**src/smp_pkg.sv**
```systemverilog
// Shared types and constants for the STUN message parser.
// No dependencies; every other file in src imports this package.
package smp_pkg;

  localparam int unsigned HDR_BYTES = 20;
  localparam int unsigned POS_W     = 17;
  localparam logic [POS_W-1:0] POS_MAX = '1;

  typedef enum logic [1:0] {
    ST_OK         = 2'd0,
    ST_SHORT      = 2'd1,
    ST_INCOMPLETE = 2'd2
  } smp_status_t;

  // configuration register indexes
  typedef enum logic {
    CFG_WANTED_TYPE = 1'b0,
    CFG_VALUE_CAP   = 1'b1
  } smp_cfg_idx_t;

  localparam logic [15:0] WANTED_TYPE_RST = 16'd32;
  localparam logic [15:0] VALUE_CAP_RST   = 16'hFFFF;

  typedef struct packed {
    logic [7:0] byte_value;
    logic       end_of_datagram;
  } smp_in_t;

  typedef struct packed {
    logic        value_valid;
    logic [7:0]  value_data;
    logic        done_res;
    smp_status_t status;
    logic [15:0] message_type;
    logic [15:0] body_length;
    logic [31:0] cookie;
    logic [31:0] tid_high;
    logic [63:0] tid_low;
    logic [14:0] attribute_count;
    logic        found;
    logic [15:0] found_length;
  } smp_out_t;

  // header fields in wire order, 20 bytes
  typedef struct packed {
    logic [15:0] message_type;
    logic [15:0] body_length;
    logic [31:0] cookie;
    logic [31:0] tid_high;
    logic [63:0] tid_low;
  } smp_hdr_t;

  // per-item status from the record walker, after this item's update
  typedef struct packed {
    logic        emit;
    logic        short_dgram;
    logic        body_done;
    logic [14:0] count;
    logic        found;
    logic [15:0] found_length;
  } smp_walk_t;

endpackage

```
**src/smp_hdr.sv**
```systemverilog
// Header capture for the STUN message parser: 20-byte shift register.
// Depends on smp_pkg.
module smp_hdr
  import smp_pkg::*;
(
  input  logic       clk,
  input  logic       wr,
  input  logic [7:0] byte_value,
  output smp_hdr_t   hdr
);

  logic [HDR_BYTES*8-1:0] hdr_r;
  logic [HDR_BYTES*8-1:0] hdr_nxt;

  // after twenty header bytes the register holds the header in wire order
  always_comb begin
    hdr_nxt = hdr_r;
    if (wr) begin
      hdr_nxt = {hdr_r[HDR_BYTES*8-9:0], byte_value};
    end
  end

  always_ff @(posedge clk) begin
    hdr_r <= hdr_nxt;
  end

  assign hdr = smp_hdr_t'(hdr_nxt);

endmodule

```
**config.mk**
```make
export PLATFORM = sky130hd
export DESIGN_NAME = smp_hdr
export DESIGN_NICKNAME = d
export VERILOG_FILES = /design/src/smp_pkg.sv /design/src/smp_hdr.sv
export SDC_FILE = /design/constraint.sdc
export NUM_CORES = 1
export LEC_CHECK = 0
export BUFFER_PORTS_ARGS = -buffer_cell sky130_fd_sc_hd__buf_4
export CORE_UTILIZATION = 53
export CTS_BUF_LIST = sky130_fd_sc_hd__clkbuf_8
export DETAILED_ROUTE_END_ITERATION = 8
export PLACE_DENSITY = 0.85
export SKIP_LAST_GASP = 1
export SLEW_MARGIN = 25
export SYNTH_ARGS = -nofsm -noshare
export SYNTH_HDL_FRONTEND = slang
export SYNTH_SLANG_ARGS = --single-unit
```
**constraint.sdc**
```tcl
create_clock -name clk -period 1.15 [get_ports clk]
set_input_delay 0.0575 -clock clk [delete_from_list [all_inputs] [get_ports clk]]
set_output_delay 0.0575 -clock clk [all_outputs]
set_load 0.01 [all_outputs]
```
* Word level (Yosys, flattened, before mapping) *
Cells that the tools add are included.

operators by class
  muxes and demuxes = 1

operators by type and width
  operator             number
  two-way mux 160 bit  1

storage, ports and cells
  bits in registers = 160
  input port bits = 10
  output and inout port bits = 160
  logic and storage cells = 2

* Longest topological paths before layout *
  word-level depth = 1
  depth in mapped cells = 4

* Worst setup path after synthesis *
Ideal clock, no wire load.

  path type = input-to-reg
  start point = input port wr
  end point = register hdr_r[100]
  setup time = 0.129 ns
  data arrival time = 0.788 ns
  required time = 1.021 ns
  path slack = 0.233 ns
  stages on the path = 4
  buffers on the path = 3
  cell sequence = buf_6 > buf_6 > buf_6 > mux2_4

RTL lines
  item                  line           source
  start, declared       smp_hdr.sv:7   input logic wr,
  end signal, assigned  smp_hdr.sv:24  hdr_r <= hdr_nxt;
  end, declared         smp_hdr.sv:12  logic [HDR_BYTES*8-1:0] hdr_r;

==> metrics.txt <==
Worst VDD drop 0.00195 V; Rows 36; Initial Util 55.7%; Combinational Power Share 46.6%; Final #Nets 563; RSZ-0062 raised after global routing yes; failing checks negative hold slack, negative setup slack; Seq/Total Area, Yosys 57.8%; Setup-failing EPs final 160; synthesis-stage register bit count 160; most frequent cells in the layout buf_6, mux2_4, dfxtp_2; worst skew pair latency 0.46 ns; Worst Max-Slew Pin Slew 0.223 ns; Pins Over Slew Limit 0; top flop regs hdr_r x160; sequential share of power 36.4%; wire length on met1 5.93 mm; layout cells sized above 1 95.9%; Placer Congestion 0.776; Critical Path Sink hdr[32]; Critical Path Slowest Stage Cell dfxtp_2; Hold WS -0.152 ns; Crit path max-delay family flip-flops; initial antenna violation count 0; Worst EP required 1.09 ns; Mapped Cells 338; WL final 15.1 mm; Place WS 0.0439 ns; syn avg cell area 16.4 µm²; routed vias/inst 5.02; Largest register FFs 160; Crit Reg-Reg Startpoint hdr_r[122]; Slew Limit Headroom 85.1%; Reg2Reg Depth 3; Worst EP arrival 1.23 ns; global route total overflow 0; Ant. Diodes 0; port bufs 169; r2r endpoint hdr_r[130]; most common cell after layout, fill and taps aside buf_6; Leakage 4.16 nW; largest register by flop count hdr_r; Net Sw Power 8.32 mW; vias in the first global route 3,939; Power Density 3170 nW/µm²; Worst Skew 0.0210 ns; Crit Path Category reg -> out; Die Footprint 10,900 µm²; min Tclk post-route 1.29 ns; Util after Layout 87.1%; fraction of power consumed by the clock network 16.9%; H-Tree Level Count 4; Reg clk slew, reported paths 0.09 ns; via count 3,508; DP HPWL 8.16 mm; Max Clock Freq 777 MHz; worst-path cell chain mux2_4 -> buf_6; final instance area 8670 µm²; TritonCTS buffer count 17; Int Power 19.1 mW; initial DRC count 118; r2r setup slk 0.16 ns; post-synth net total 348; Cell variety after synth 5; Fillers 408; final worst setup slack -0.137 ns; die width 104 µm; YS warnings 0; CP Launch Type register; metal2 WL 7.89 mm; Clock Tree Root clkbuf_8; CP max stage delay 0.34 ns; Critical Path Stages 2; Final period util 112%; CP Max Fanout 2; Core Area 9950 µm²; first-pass GRT wire length 22.4 mm; die height 104 µm; placed cell areas 6970 µm²; Max Cap Viol 0; HP Class in -> reg; top-level port count 170; sw frac 30.3%; setup tns final -16.36 ns; wire per inst 21.6 µm; post-route ant nets 0; outcome finished with violations; Max Used Layer met4; Overall Global Routing Usage 27.3%; CP Capture Type primary output; critical path launch point hdr_r[32]; drt first pass iters 4; largest net degree at the start of global routing 26; routed wl met3 972 µm; Final Hold Fails 8; clk buf depth 2; WP buf/inv 1; CTS tree built; area grow syn2layout 56.4%; Post-Syn Area 5550 µm²; DRC Markers 0; clk sink count 160
area by class of cell:
cell class | count | area (µm²) | share of cell area, %
flip-flops and latches | 160 | 3380 | 38.9
multi-input cells | 160 | 2390 | 27.6
repair buffers | 214 | 2290 | 26.4
clock buffers | 21 | 289 | 3.33
well taps | 133 | 166 | 1.92
clock inverters | 11 | 158 | 1.82
worst register-to-register path, delay by kind of cell (launching register included):
family                 cells  cell delay (ns)
buffers and inverters      2             0.26
muxes                      1             0.28
DFF                        1             0.34
synth_stat cells:
library cell | instances | area (µm²)
buf_6 | 12 | 135
mux2_2 | 60 | 676
mux2_4 | 100 | 1500
buf_2 | 6 | 30.0
dfxtp_1 | 160 | 3200
timing repair:
| item | in CTS | in global routing |
|---|---|---|
| gates resized for setup | 338 | 18 |
| hold endpoints to repair | 8 | 8 |
| setup endpoints to repair | 160 | 160 |
| setup buffers | 15 | 20 |
| pin swaps | 0 | 0 |
how the worst min path moves through the flow:
stage               end  slack [ns]           from  cells past startpoint
2_1_floorplan  hdr_r[0]        0.26  byte_value[0]                      1
3_3_place_gp   hdr_r[7]        0.30  byte_value[7]                      2
3_5_place_dp   hdr_r[6]        0.31  byte_value[6]                      2
4_1_cts        hdr_r[4]       -0.18  byte_value[4]                      2
5_1_grt        hdr_r[0]       -0.18  byte_value[0]                      2
6_report       hdr_r[0]       -0.15  byte_value[0]                      2
power groups by stage:
stage / Combinational (mW) / Clock [mW] / Sequential, mW
final: 12.8 / 4.65 / 10.0
after global routing: 13.4 / 4.97 / 10.2
after CTS: 12.0 / 4.61 / 9.77
after detailed placement: 9.37 / 0 / 9.43
after global placement: 9.18 / 0 / 9.33
after floorplan: 5.22 / 0 / 8.87
stage by stage:
step,power [mW],cells
6_report,27.5,699
5_1_grt,28.5,699
4_1_cts,26.4,679
3_5_place_dp,18.8,632
3_3_place_gp,18.5,632
2_1_floorplan,14.1,338
metal layers:
layer	global-route usage, %	up-vias
li1	-	1613
met1	29.5	1735
met2	47.9	134
met3	10.3	26
met4	10.4	0
met5	0	-
cells by family after synthesis:
logic type and synth area share, %:
mux 39.3, buf+inv 2.98, flops 57.8
No activity file was read; power rests on OpenSTA's default activity.
