$ cat config.mk
export PLATFORM = sky130hd
export DESIGN_NAME = smp_walk
export DESIGN_NICKNAME = d
export VERILOG_FILES = /design/src/smp_pkg.sv /design/src/smp_walk.sv
export SDC_FILE = /design/constraint.sdc
export NUM_CORES = 1
export LEC_CHECK = 0
export ABC_AREA = 1
export BUFFER_PORTS_ARGS = -buffer_cell sky130_fd_sc_hd__buf_2
export CAP_MARGIN = 5
export CORE_ASPECT_RATIO = 1.75
export CORE_MARGIN = 5
export CORE_UTILIZATION = 63
export CTS_BUF_LIST = sky130_fd_sc_hd__clkbuf_4
export DETAILED_ROUTE_END_ITERATION = 8
export GPL_TIMING_DRIVEN = 1
export PLACE_DENSITY = 0.83
export SLEW_MARGIN = 0
export SYNTH_ARGS = -nofsm -noshare
export SYNTH_HDL_FRONTEND = slang
export SYNTH_SLANG_ARGS = --single-unit
$ cat constraint.sdc
create_clock -name clk -period 4.61 [get_ports clk]
set_input_delay 0.461 -clock clk [delete_from_list [all_inputs] [get_ports clk]]
set_output_delay 0.461 -clock clk [all_outputs]
set_load 0.02 [all_outputs]
$ cat src/smp_pkg.sv
// Shared types and constants for the STUN message parser.
// No dependencies; every other file in src imports this package.
package smp_pkg;

  localparam int unsigned HDR_BYTES = 20;
  localparam int unsigned POS_W     = 17;
  localparam logic [POS_W-1:0] POS_MAX = '1;

  typedef enum logic [1:0] {
    ST_OK         = 2'd0,
    ST_SHORT      = 2'd1,
    ST_INCOMPLETE = 2'd2
  } smp_status_t;

  // configuration register indexes
  typedef enum logic {
    CFG_WANTED_TYPE = 1'b0,
    CFG_VALUE_CAP   = 1'b1
  } smp_cfg_idx_t;

  localparam logic [15:0] WANTED_TYPE_RST = 16'd32;
  localparam logic [15:0] VALUE_CAP_RST   = 16'hFFFF;

  typedef struct packed {
    logic [7:0] byte_value;
    logic       end_of_datagram;
  } smp_in_t;

  typedef struct packed {
    logic        value_valid;
    logic [7:0]  value_data;
    logic        done_res;
    smp_status_t status;
    logic [15:0] message_type;
    logic [15:0] body_length;
    logic [31:0] cookie;
    logic [31:0] tid_high;
    logic [63:0] tid_low;
    logic [14:0] attribute_count;
    logic        found;
    logic [15:0] found_length;
  } smp_out_t;

  // header fields in wire order, 20 bytes
  typedef struct packed {
    logic [15:0] message_type;
    logic [15:0] body_length;
    logic [31:0] cookie;
    logic [31:0] tid_high;
    logic [63:0] tid_low;
  } smp_hdr_t;

  // per-item status from the record walker, after this item's update
  typedef struct packed {
    logic        emit;
    logic        short_dgram;
    logic        body_done;
    logic [14:0] count;
    logic        found;
    logic [15:0] found_length;
  } smp_walk_t;

endpackage

$ cat src/smp_walk.sv
// Attribute record walker for the STUN message parser: byte position,
// record header capture, record count and match tracking. Depends on smp_pkg.
module smp_walk
  import smp_pkg::*;
(
  input  logic        clk,
  input  logic        rst_n,
  input  logic        step,
  input  smp_in_t     in_item,
  input  logic [15:0] blen,
  input  logic [15:0] wanted_type,
  input  logic [15:0] value_capacity,
  output logic        hdr_wr,
  output smp_walk_t   walk
);

  logic [POS_W-1:0] pos_r, pos_nxt;
  logic [POS_W-1:0] nro_r, nro_nxt;
  logic [15:0]      rlen_r, rlen_nxt;
  logic [15:0]      rtype_r, rtype_nxt;
  logic [14:0]      count_r, count_nxt;
  logic             seen_r, seen_nxt;
  logic [15:0]      mrem_r, mrem_nxt;
  logic             stop_r, stop_nxt;
  logic [15:0]      mlen_r, mlen_nxt;

  logic [POS_W-1:0] bo;
  logic [POS_W-1:0] rel;
  logic [POS_W-1:0] rounded;
  logic [POS_W-1:0] nro_adv;
  logic [15:0]      vl;
  logic             in_body;
  logic             emit;
  logic             parse;

  always_comb begin
    hdr_wr  = (pos_r < POS_W'(HDR_BYTES));
    bo      = pos_r - POS_W'(HDR_BYTES);
    in_body = !hdr_wr && (bo < {1'b0, blen});
    emit    = in_body && (mrem_r != 16'd0) && (bo < nro_r);
    parse   = in_body && !emit && !stop_r && (bo >= nro_r) &&
              ({1'b0, nro_r} + 18'd4 <= {2'b00, blen});
    rel     = bo - nro_r;
    vl      = {rlen_r[15:8], in_item.byte_value};
    // value padded up to a multiple of four
    rounded = ({1'b0, vl} + POS_W'(3)) & ~POS_W'(3);
    nro_adv = nro_r + POS_W'(4) + rounded;

    pos_nxt   = (pos_r == POS_MAX) ? pos_r : pos_r + POS_W'(1);
    nro_nxt   = nro_r;
    rlen_nxt  = rlen_r;
    rtype_nxt = rtype_r;
    count_nxt = count_r;
    seen_nxt  = seen_r;
    mrem_nxt  = mrem_r;
    stop_nxt  = stop_r;
    mlen_nxt  = mlen_r;

    if (emit) begin
      mrem_nxt = mrem_r - 16'd1;
    end else if (parse) begin
      unique case (rel)
        POS_W'(0): rtype_nxt = {in_item.byte_value, 8'h00};
        POS_W'(1): rtype_nxt = {rtype_r[15:8], in_item.byte_value};
        POS_W'(2): rlen_nxt  = {in_item.byte_value, 8'h00};
        POS_W'(3): begin
          rlen_nxt  = vl;
          count_nxt = count_r + 15'd1;
          nro_nxt   = nro_adv;
          if (!seen_r && (rtype_r == wanted_type)) begin
            seen_nxt = 1'b1;
            mlen_nxt = vl;
            mrem_nxt = (vl <= value_capacity) ? vl : 16'd0;
          end
          // record overruns the body: stop walking after it
          if (nro_adv > {1'b0, blen}) begin
            stop_nxt = 1'b1;
          end
        end
        default: ;
      endcase
    end
  end

  always_comb begin
    walk.emit         = emit;
    walk.short_dgram  = (pos_nxt < POS_W'(HDR_BYTES));
    walk.body_done    = ({1'b0, pos_nxt} >= 18'(HDR_BYTES) + {2'b00, blen});
    walk.count        = count_nxt;
    walk.found        = seen_nxt;
    walk.found_length = seen_nxt ? mlen_nxt : 16'd0;
  end

  always_ff @(posedge clk) begin
    if (!rst_n) begin
      pos_r   <= '0;
      nro_r   <= '0;
      rlen_r  <= '0;
      rtype_r <= '0;
      count_r <= '0;
      seen_r  <= 1'b0;
      mrem_r  <= '0;
      stop_r  <= 1'b0;
      mlen_r  <= '0;
    end else if (step) begin
      if (in_item.end_of_datagram) begin
        // clear frame state after the final byte
        pos_r   <= '0;
        nro_r   <= '0;
        rlen_r  <= '0;
        rtype_r <= '0;
        count_r <= '0;
        seen_r  <= 1'b0;
        mrem_r  <= '0;
        stop_r  <= 1'b0;
        mlen_r  <= '0;
      end else begin
        pos_r   <= pos_nxt;
        nro_r   <= nro_nxt;
        rlen_r  <= rlen_nxt;
        rtype_r <= rtype_nxt;
        count_r <= count_nxt;
        seen_r  <= seen_nxt;
        mrem_r  <= mrem_nxt;
        stop_r  <= stop_nxt;
        mlen_r  <= mlen_nxt;
      end
    end
  end

endmodule

* Word level (Yosys, flattened, before mapping)
Index checks and enable logic that the tools add are counted.
Operators by class: multiplexer cells 40, add/subtract/negate cells 10, magnitude comparators 9, reductions and logical operators 29, equality and inequality tests 8
Operators by type and width (number):
- $mux W16 | 18
- $mux W17 | 6
- $pmux W16 S2 | 2
- $mux W15 | 4
- $eq A17 B2 Y1 const B | 2
- $ge A17 B17 Y1 | 2
- $lt A17 B5 Y1 const B | 2
- $add A17 B3 Y18 const B | 1
- $le A18 B16 Y1 | 1
- $add A16 B2 Y17 const B | 1
- $add A17 B1 Y17 const B | 1
- $add A17 B17 Y17 | 1
- $add A17 B3 Y17 const B | 1
- $add A5 B16 Y17 const A | 1
- $eq A17 B1 Y1 const B | 1
- $eq A17 B17 Y1 const B | 1
- $gt A17 B16 Y1 | 1
- $logic_not A17 Y1 | 1
- $lt A17 B16 Y1 | 1
- $lt A17 B17 Y1 | 1
- $sub A17 B17 Y17 | 1
- $sub A17 B5 Y17 const B | 1
- $eq A16 B16 Y1 | 1
- $le A16 B16 Y1 | 1
- other kinds (11) | 43
Word-level totals: word-level logic and storage cells 106, register bits after elaboration 107, output and inout bits 36, bits of input ports 60

* Depth between registers and ports, before layout
depth after elaboration 13, depth in mapped cells 33, depth with buffers taken out 32

* Least setup slack after synthesis
OpenSTA, ideal clock, no wires.
path kind input to register, start input in_item[6] in the netlist's numbering, end register stop_r, setup time 0.119 ns, slack 0.501 ns, path buffers 1, data arrival time 3.990 ns, data required time 4.491 ns, stages on the path 29, cells stage by stage clkbuf_1 -> nand2_1 -> nor3_1 -> nand2_1 -> nor2_1 -> inv_1 -> nor3_1 -> nand3_1 -> nor2_1 -> nor2_1 -> ha_1 -> ha_1 -> inv_1 -> o21ai_0 -> a31oi_1 -> nand3_1 -> or2_2 -> nand2_1 -> inv_1 -> ha_1 -> nand2_1 -> inv_1 -> nand2_1 -> nor3_1 -> nand3_1 -> nand2_1 -> nand3_1 -> nand3_1 -> a21oi_1
Between the ends: longest elaborated chain between the ends 5
Ends and longest elaborated chain:
- start, declared | line smp_walk.sv:9 | input smp_in_t in_item,
- $add A16 B2 Y17 | line smp_walk.sv:46 | rounded = ({1'b0, vl} + POS_W'(3)) & ~POS_W'(3);
- $add A17 B17 Y17 | line smp_walk.sv:47 | nro_adv = nro_r + POS_W'(4) + rounded;
- $gt A17 B16 Y1 | line smp_walk.sv:76 | if (nro_adv > {1'b0, blen}) begin
- $reduce_bool A2 Y1 (no source line)
- $reduce_and A5 Y1 (no source line)
- end signal, assigned | line smp_walk.sv:125 | stop_r <= stop_nxt;
- end, declared | line smp_walk.sv:24 | logic stop_r, stop_nxt;
Every way passes these cells. A chain may end at the register's enable or synchronous reset.

==> metrics.txt <==
# TYPE chip_impl_metric gauge
chip_impl_info{name="status",value="finished, final reports clean"} 1
chip_impl_metric{name="postSynthCellCount",unit=""} 1909
chip_impl_info{name="criticalPathCategory",value="flip-flop to primary output"} 1
chip_impl_metric{name="clock-skew-final",unit="ns"} 0.0183
chip_impl_metric{name="initial_core_util",unit="%"} 63.7
chip_impl_metric{name="period_needed",unit="ns"} 4.58
chip_impl_metric{name="synth_cell_type_count",unit=""} 49
chip_impl_metric{name="util_after_layout",unit="%"} 76.2
chip_impl_metric{name="detailedRoute.firstPassIterationCount",unit=""} 6
chip_impl_metric{name="gp_congestion",unit=""} 1.00
chip_impl_metric{name="first_global_vias",unit=""} 12400
chip_impl_metric{name="power.density",unit="nW/um2"} 158
chip_impl_info{name="leading_post_synthesis_cells_by_cell_area",value="nand2_1 19%, dfxtp_1 18%, ha_1 14%"} 1
chip_impl_metric{name="ir_drop_worst_vdd",unit="mV"} 0.159
chip_impl_info{name="cts_tree",value="done"} 1
chip_impl_metric{name="routed_wirelength",unit="um"} 38800
chip_impl_metric{name="sequentialPowerShare",unit="%"} 44.8
chip_impl_metric{name="mappedNetlistArea",unit="um2"} 11400
chip_impl_metric{name="cap_violations",unit=""} 0
chip_impl_metric{name="synth_sequential_area_ratio",unit="%"} 18.4
chip_impl_info{name="critical_path.endpoint_type",value="primary output"} 1
chip_impl_metric{name="final-instance-count-excl-fill",unit=""} 2293
chip_impl_metric{name="total_gr_overflow",unit=""} 0
chip_impl_metric{name="cts.sinks",unit=""} 105
chip_impl_metric{name="drcViolationCount",unit=""} 0
chip_impl_info{name="post-synth-top-area-cell",value="nand2_1"} 1
chip_impl_metric{name="cts.clk_slew.worst_paths",unit="ns"} 0.17
chip_impl_info{name="cp_top_family",value="simple AND/OR/NAND/NOR gates"} 1
chip_impl_metric{name="design.die.area",unit="um2"} 21000
chip_impl_metric{name="achievable-frequency",unit="MHz"} 218
chip_impl_metric{name="finalInstanceArea",unit="um2"} 13600
chip_impl_metric{name="worst_slew_margin_rel",unit="%"} 19.4
chip_impl_info{name="cpMaxStageDelayCell",value="dfxtp_4"} 1
chip_impl_metric{name="comb_power_share",unit="%"} 31.5
chip_impl_metric{name="netSwitchingFraction",unit="%"} 37.5
chip_impl_metric{name="hold_ws",unit="ns"} 0.377
chip_impl_metric{name="ant_nets",unit=""} 0
chip_impl_metric{name="timing_hold_violations_final",unit=""} 0
chip_impl_info{name="dominantRegCellSynth",value="dfxtp_1"} 1
chip_impl_metric{name="detailedPlacementHpwl",unit="um"} 29300
chip_impl_info{name="critical_path.most_common_cell",value="nor2_4"} 1
chip_impl_metric{name="postSynthNetCount",unit=""} 2099
chip_impl_metric{name="detailed_route_wire_length_per_cell",unit="um"} 16.9
chip_impl_metric{name="total_placed_instance_area",unit="um2"} 12300
chip_impl_metric{name="setup_violations",unit=""} 0
chip_impl_info{name="crit_path_cell_trace",value="inv_4, a21oi_4, nor2_4, nand3_4, nor2_4, nand3_2, nor3_2, xor2_1, ha_1, buf_4, nand2_2, o21ai_0, nor2_1, nand3_2, nand4_4, nor2_4, buf_12, buf_6, buf_16, nand3_1, nand2_1, nand2_1, inv_1, buf_4"} 1
chip_impl_metric{name="fill_cell_instance_count_of_the_final_layout",unit=""} 1432
chip_impl_metric{name="drive_gt1_share",unit="%"} 18.0
chip_impl_info{name="synth_top_cells_by_count",value="568 x nand2_1, 263 x inv_1, 209 x nor2_1"} 1
chip_impl_metric{name="netSwitchingPower",unit="mW"} 0.806
chip_impl_metric{name="maximum_number_of_pins_on_one_net_before_global_route_repair",unit=""} 51
chip_impl_metric{name="die_width",unit="um"} 112
chip_impl_info{name="hp-start",value="in_item[4]"} 1
chip_impl_metric{name="io_buffer_count",unit=""} 95
chip_impl_metric{name="ys.warnings.count",unit=""} 0
chip_impl_metric{name="cts_buffers",unit=""} 9
chip_impl_metric{name="grt_antenna_before_repair",unit=""} 1
chip_impl_metric{name="core_area",unit="um2"} 17900
chip_impl_metric{name="yosys_reg_bits",unit=""} 105
chip_impl_metric{name="netlist.area_leader.share",unit="%"} 18.7
chip_impl_metric{name="power.total",unit="mW"} 2.15
chip_impl_metric{name="synthArstFlopShare",unit="%"} 0
chip_impl_metric{name="synthesis.area_per_instance",unit="um2"} 5.97
chip_impl_metric{name="gr-usage-all-layers",unit="%"} 35.1
chip_impl_info{name="post-synth-top-count-cell",value="nand2_1"} 1
chip_impl_info{name="rsz0062_at_grt",value="yes"} 1
chip_impl_metric{name="std_cell_rows",unit=""} 65
chip_impl_metric{name="worst-r2r-setup-slack",unit="ns"} 0.48
chip_impl_metric{name="timing.hold.worst_path_depth",unit=""} 5
chip_impl_info{name="start_kind",value="flip-flop"} 1
chip_impl_metric{name="clock_insertion_delay_worst_skew",unit="ns"} 0.51
chip_impl_info{name="crit-reg2reg-capture",value="stop_r$_SDFFE_PN0P_"} 1
chip_impl_metric{name="finalNetCount",unit=""} 2244
chip_impl_metric{name="vias",unit=""} 13100
chip_impl_metric{name="detail_route.iter0.violations",unit=""} 927
chip_impl_metric{name="worst_slew_pin_slew",unit="ns"} 1.21
chip_impl_metric{name="number_of_cells_in_the_design_after_placement",unit=""} 2228
chip_impl_metric{name="synth-edff-count",unit=""} 0
chip_impl_metric{name="path_buf_inv",unit=""} 7
chip_impl_metric{name="r2r_cells",unit=""} 26
chip_impl_metric{name="share_clk_of_total_power",unit="%"} 23.7
chip_impl_metric{name="grt_pass1_wl",unit="um"} 60100
chip_impl_metric{name="floorplan.die.height",unit="um"} 188
chip_impl_metric{name="cts.hold.buffers_added",unit=""} 0
chip_impl_metric{name="register_area",unit="um2"} 2120
chip_impl_metric{name="power_report.internal_total",unit="mW"} 1.34
chip_impl_metric{name="multi_input_gate_area",unit="um2"} 8620
chip_impl_metric{name="layout-area-overhead-vs-synth",unit="%"} 19.6
chip_impl_metric{name="slew_violations",unit=""} 0
chip_impl_metric{name="worstPathArrival",unit="ns"} 4.12
chip_impl_info{name="clock_tree.root_cell",value="clkbuf_4"} 1
chip_impl_info{name="timing.hold.worst.class",value="input pin to flip-flop"} 1
chip_impl_metric{name="min_period_over_period",unit="%"} 99.4
chip_impl_info{name="timing.rr.start",value="rlen_r[8]$_SDFFE_PN0P_"} 1
chip_impl_metric{name="timing.critical_path.required",unit="ns"} 4.15
chip_impl_metric{name="crit_fanout",unit=""} 8
chip_impl_info{name="worst_hold_path.endpoint",value="rlen_r[11]$_SDFFE_PN0P_"} 1
chip_impl_metric{name="h_tree_level_count",unit=""} 3
chip_impl_metric{name="io_pins",unit=""} 96
chip_impl_metric{name="route.detailed.vias_per_inst",unit=""} 5.73
chip_impl_metric{name="cpPeakStageDelay",unit="ns"} 0.39
chip_impl_metric{name="max-clock-path-buffers",unit=""} 2
chip_impl_metric{name="leakagePower",unit="nW"} 7.14
## cell families (layout without fill, tap and decap cells)
kind of cell               after synthesis  in the layout  synth area share [%]
and+or+nand+nor                       1058           1059                  39.6
buffers and inverters                  341            489                  11.7
AOI/OAI and AO/OA                      185            185                  9.00
adders and majority gates              130            130                  14.3
DFF                                    105            105                  18.4
xor gates and xnor gates                89             89                  6.84
other                                    1              2                0.0329
## timing repair
item / 4_1_cts / 5_1_grt
buffers inserted: 28 / 19
gates resized for setup: 71 / 135
cloned: 1 / 1
pin swaps: 24 / 54
setup endpoints to repair: 34 / 33
## tightest hold or removal path, stage by stage
cell	delay (ns)
buf_2	0.15
nand3_1	0.09
nand3_1	0.07
nand2_1	0.06
nor2_1	0.03
## flip-flops by register name, summed over array words and instances (netlist names)
name / count
count_r: 15
mlen_r: 16
mrem_r: 16
nro_r: 15
pos_r: 17
rlen_r: 8
rtype_r: 16
seen_r: 1
stop_r: 1
## worst max-delay path by stage
stage	start	to	slack [ns]	depth (start not counted)
finish	pos_r[2]$_SDFFE_PN0P_	walk[5]	0.03	24
global route	pos_r[2]$_SDFFE_PN0P_	walk[5]	-0.15	29
global placement	pos_r[2]$_SDFFE_PN0P_	walk[24]	0.09	25
CTS	pos_r[2]$_SDFFE_PN0P_	walk[0]	0.0006	25
floorplan	in_item[6]	stop_r$_SDFFE_PN0P_	0.50	29
detailed placement	pos_r[2]$_SDFFE_PN0P_	walk[24]	0.01	25
## metrics by stage
step                      TNS [ns]  setup WS, ns
after CTS                        0      0.000610
final                            0        0.0255
after global routing         -2.01        -0.150
after global placement           0        0.0896
after floorplan                  0         0.501
after detailed placement         0        0.0139
## layout make-up
type / instances / share of cell area [%]
multi-input combinational: 1464 / 63.2
sequential: 105 / 15.6
timing repair buffer: 190 / 10.1
inverter: 284 / 7.95
tap: 234 / 2.15
clock buffer: 10 / 0.551
clock inverter: 5 / 0.404
antenna: 1 / 0.0184
## routing by layer
| layer | up-vias | share of wire, % | global-route usage, % | wire [um] |
|---|---|---|---|---|
| li1 | 6353 | - | - | - |
| met1 | 5981 | 35 | 36.2 | 13500 |
| met2 | 597 | 50 | 62.2 | 19300 |
| met3 | 217 | 6.3 | 5.07 | 2450 |
| met4 | 0 | 9.2 | 27.9 | 3590 |
| met5 | - | 0 | 0 | 0 |
## power by group through the flow
stage / combinational, mW / sequential, mW / clock (mW)
6_report: 0.677 / 0.962 / 0.509
5_1_grt: 0.761 / 0.965 / 0.547
4_1_cts: 0.642 / 0.961 / 0.514
3_5_place_dp: 0.631 / 0.980 / 0
3_3_place_gp: 0.616 / 0.980 / 0
2_1_floorplan: 0.438 / 0.972 / 0
## layout by cell type (no fill, tap or decap), drive strengths merged, types with 6 or more instances in the layout
cell	synthesis	routed
a21oi	121	121
and2	7	7
buf	26	190
clkbuf	31	10
dfxtp	105	105
ha	129	129
inv	282	283
nand2	576	577
nand3	159	159
nand4	42	42
nor2	216	216
nor3	39	39
o211ai	11	11
o21ai	32	32
o21bai	6	6
or2	7	7
xnor2	10	10
xor2	79	79
Note: power is estimated with default switching activity, not from simulation.
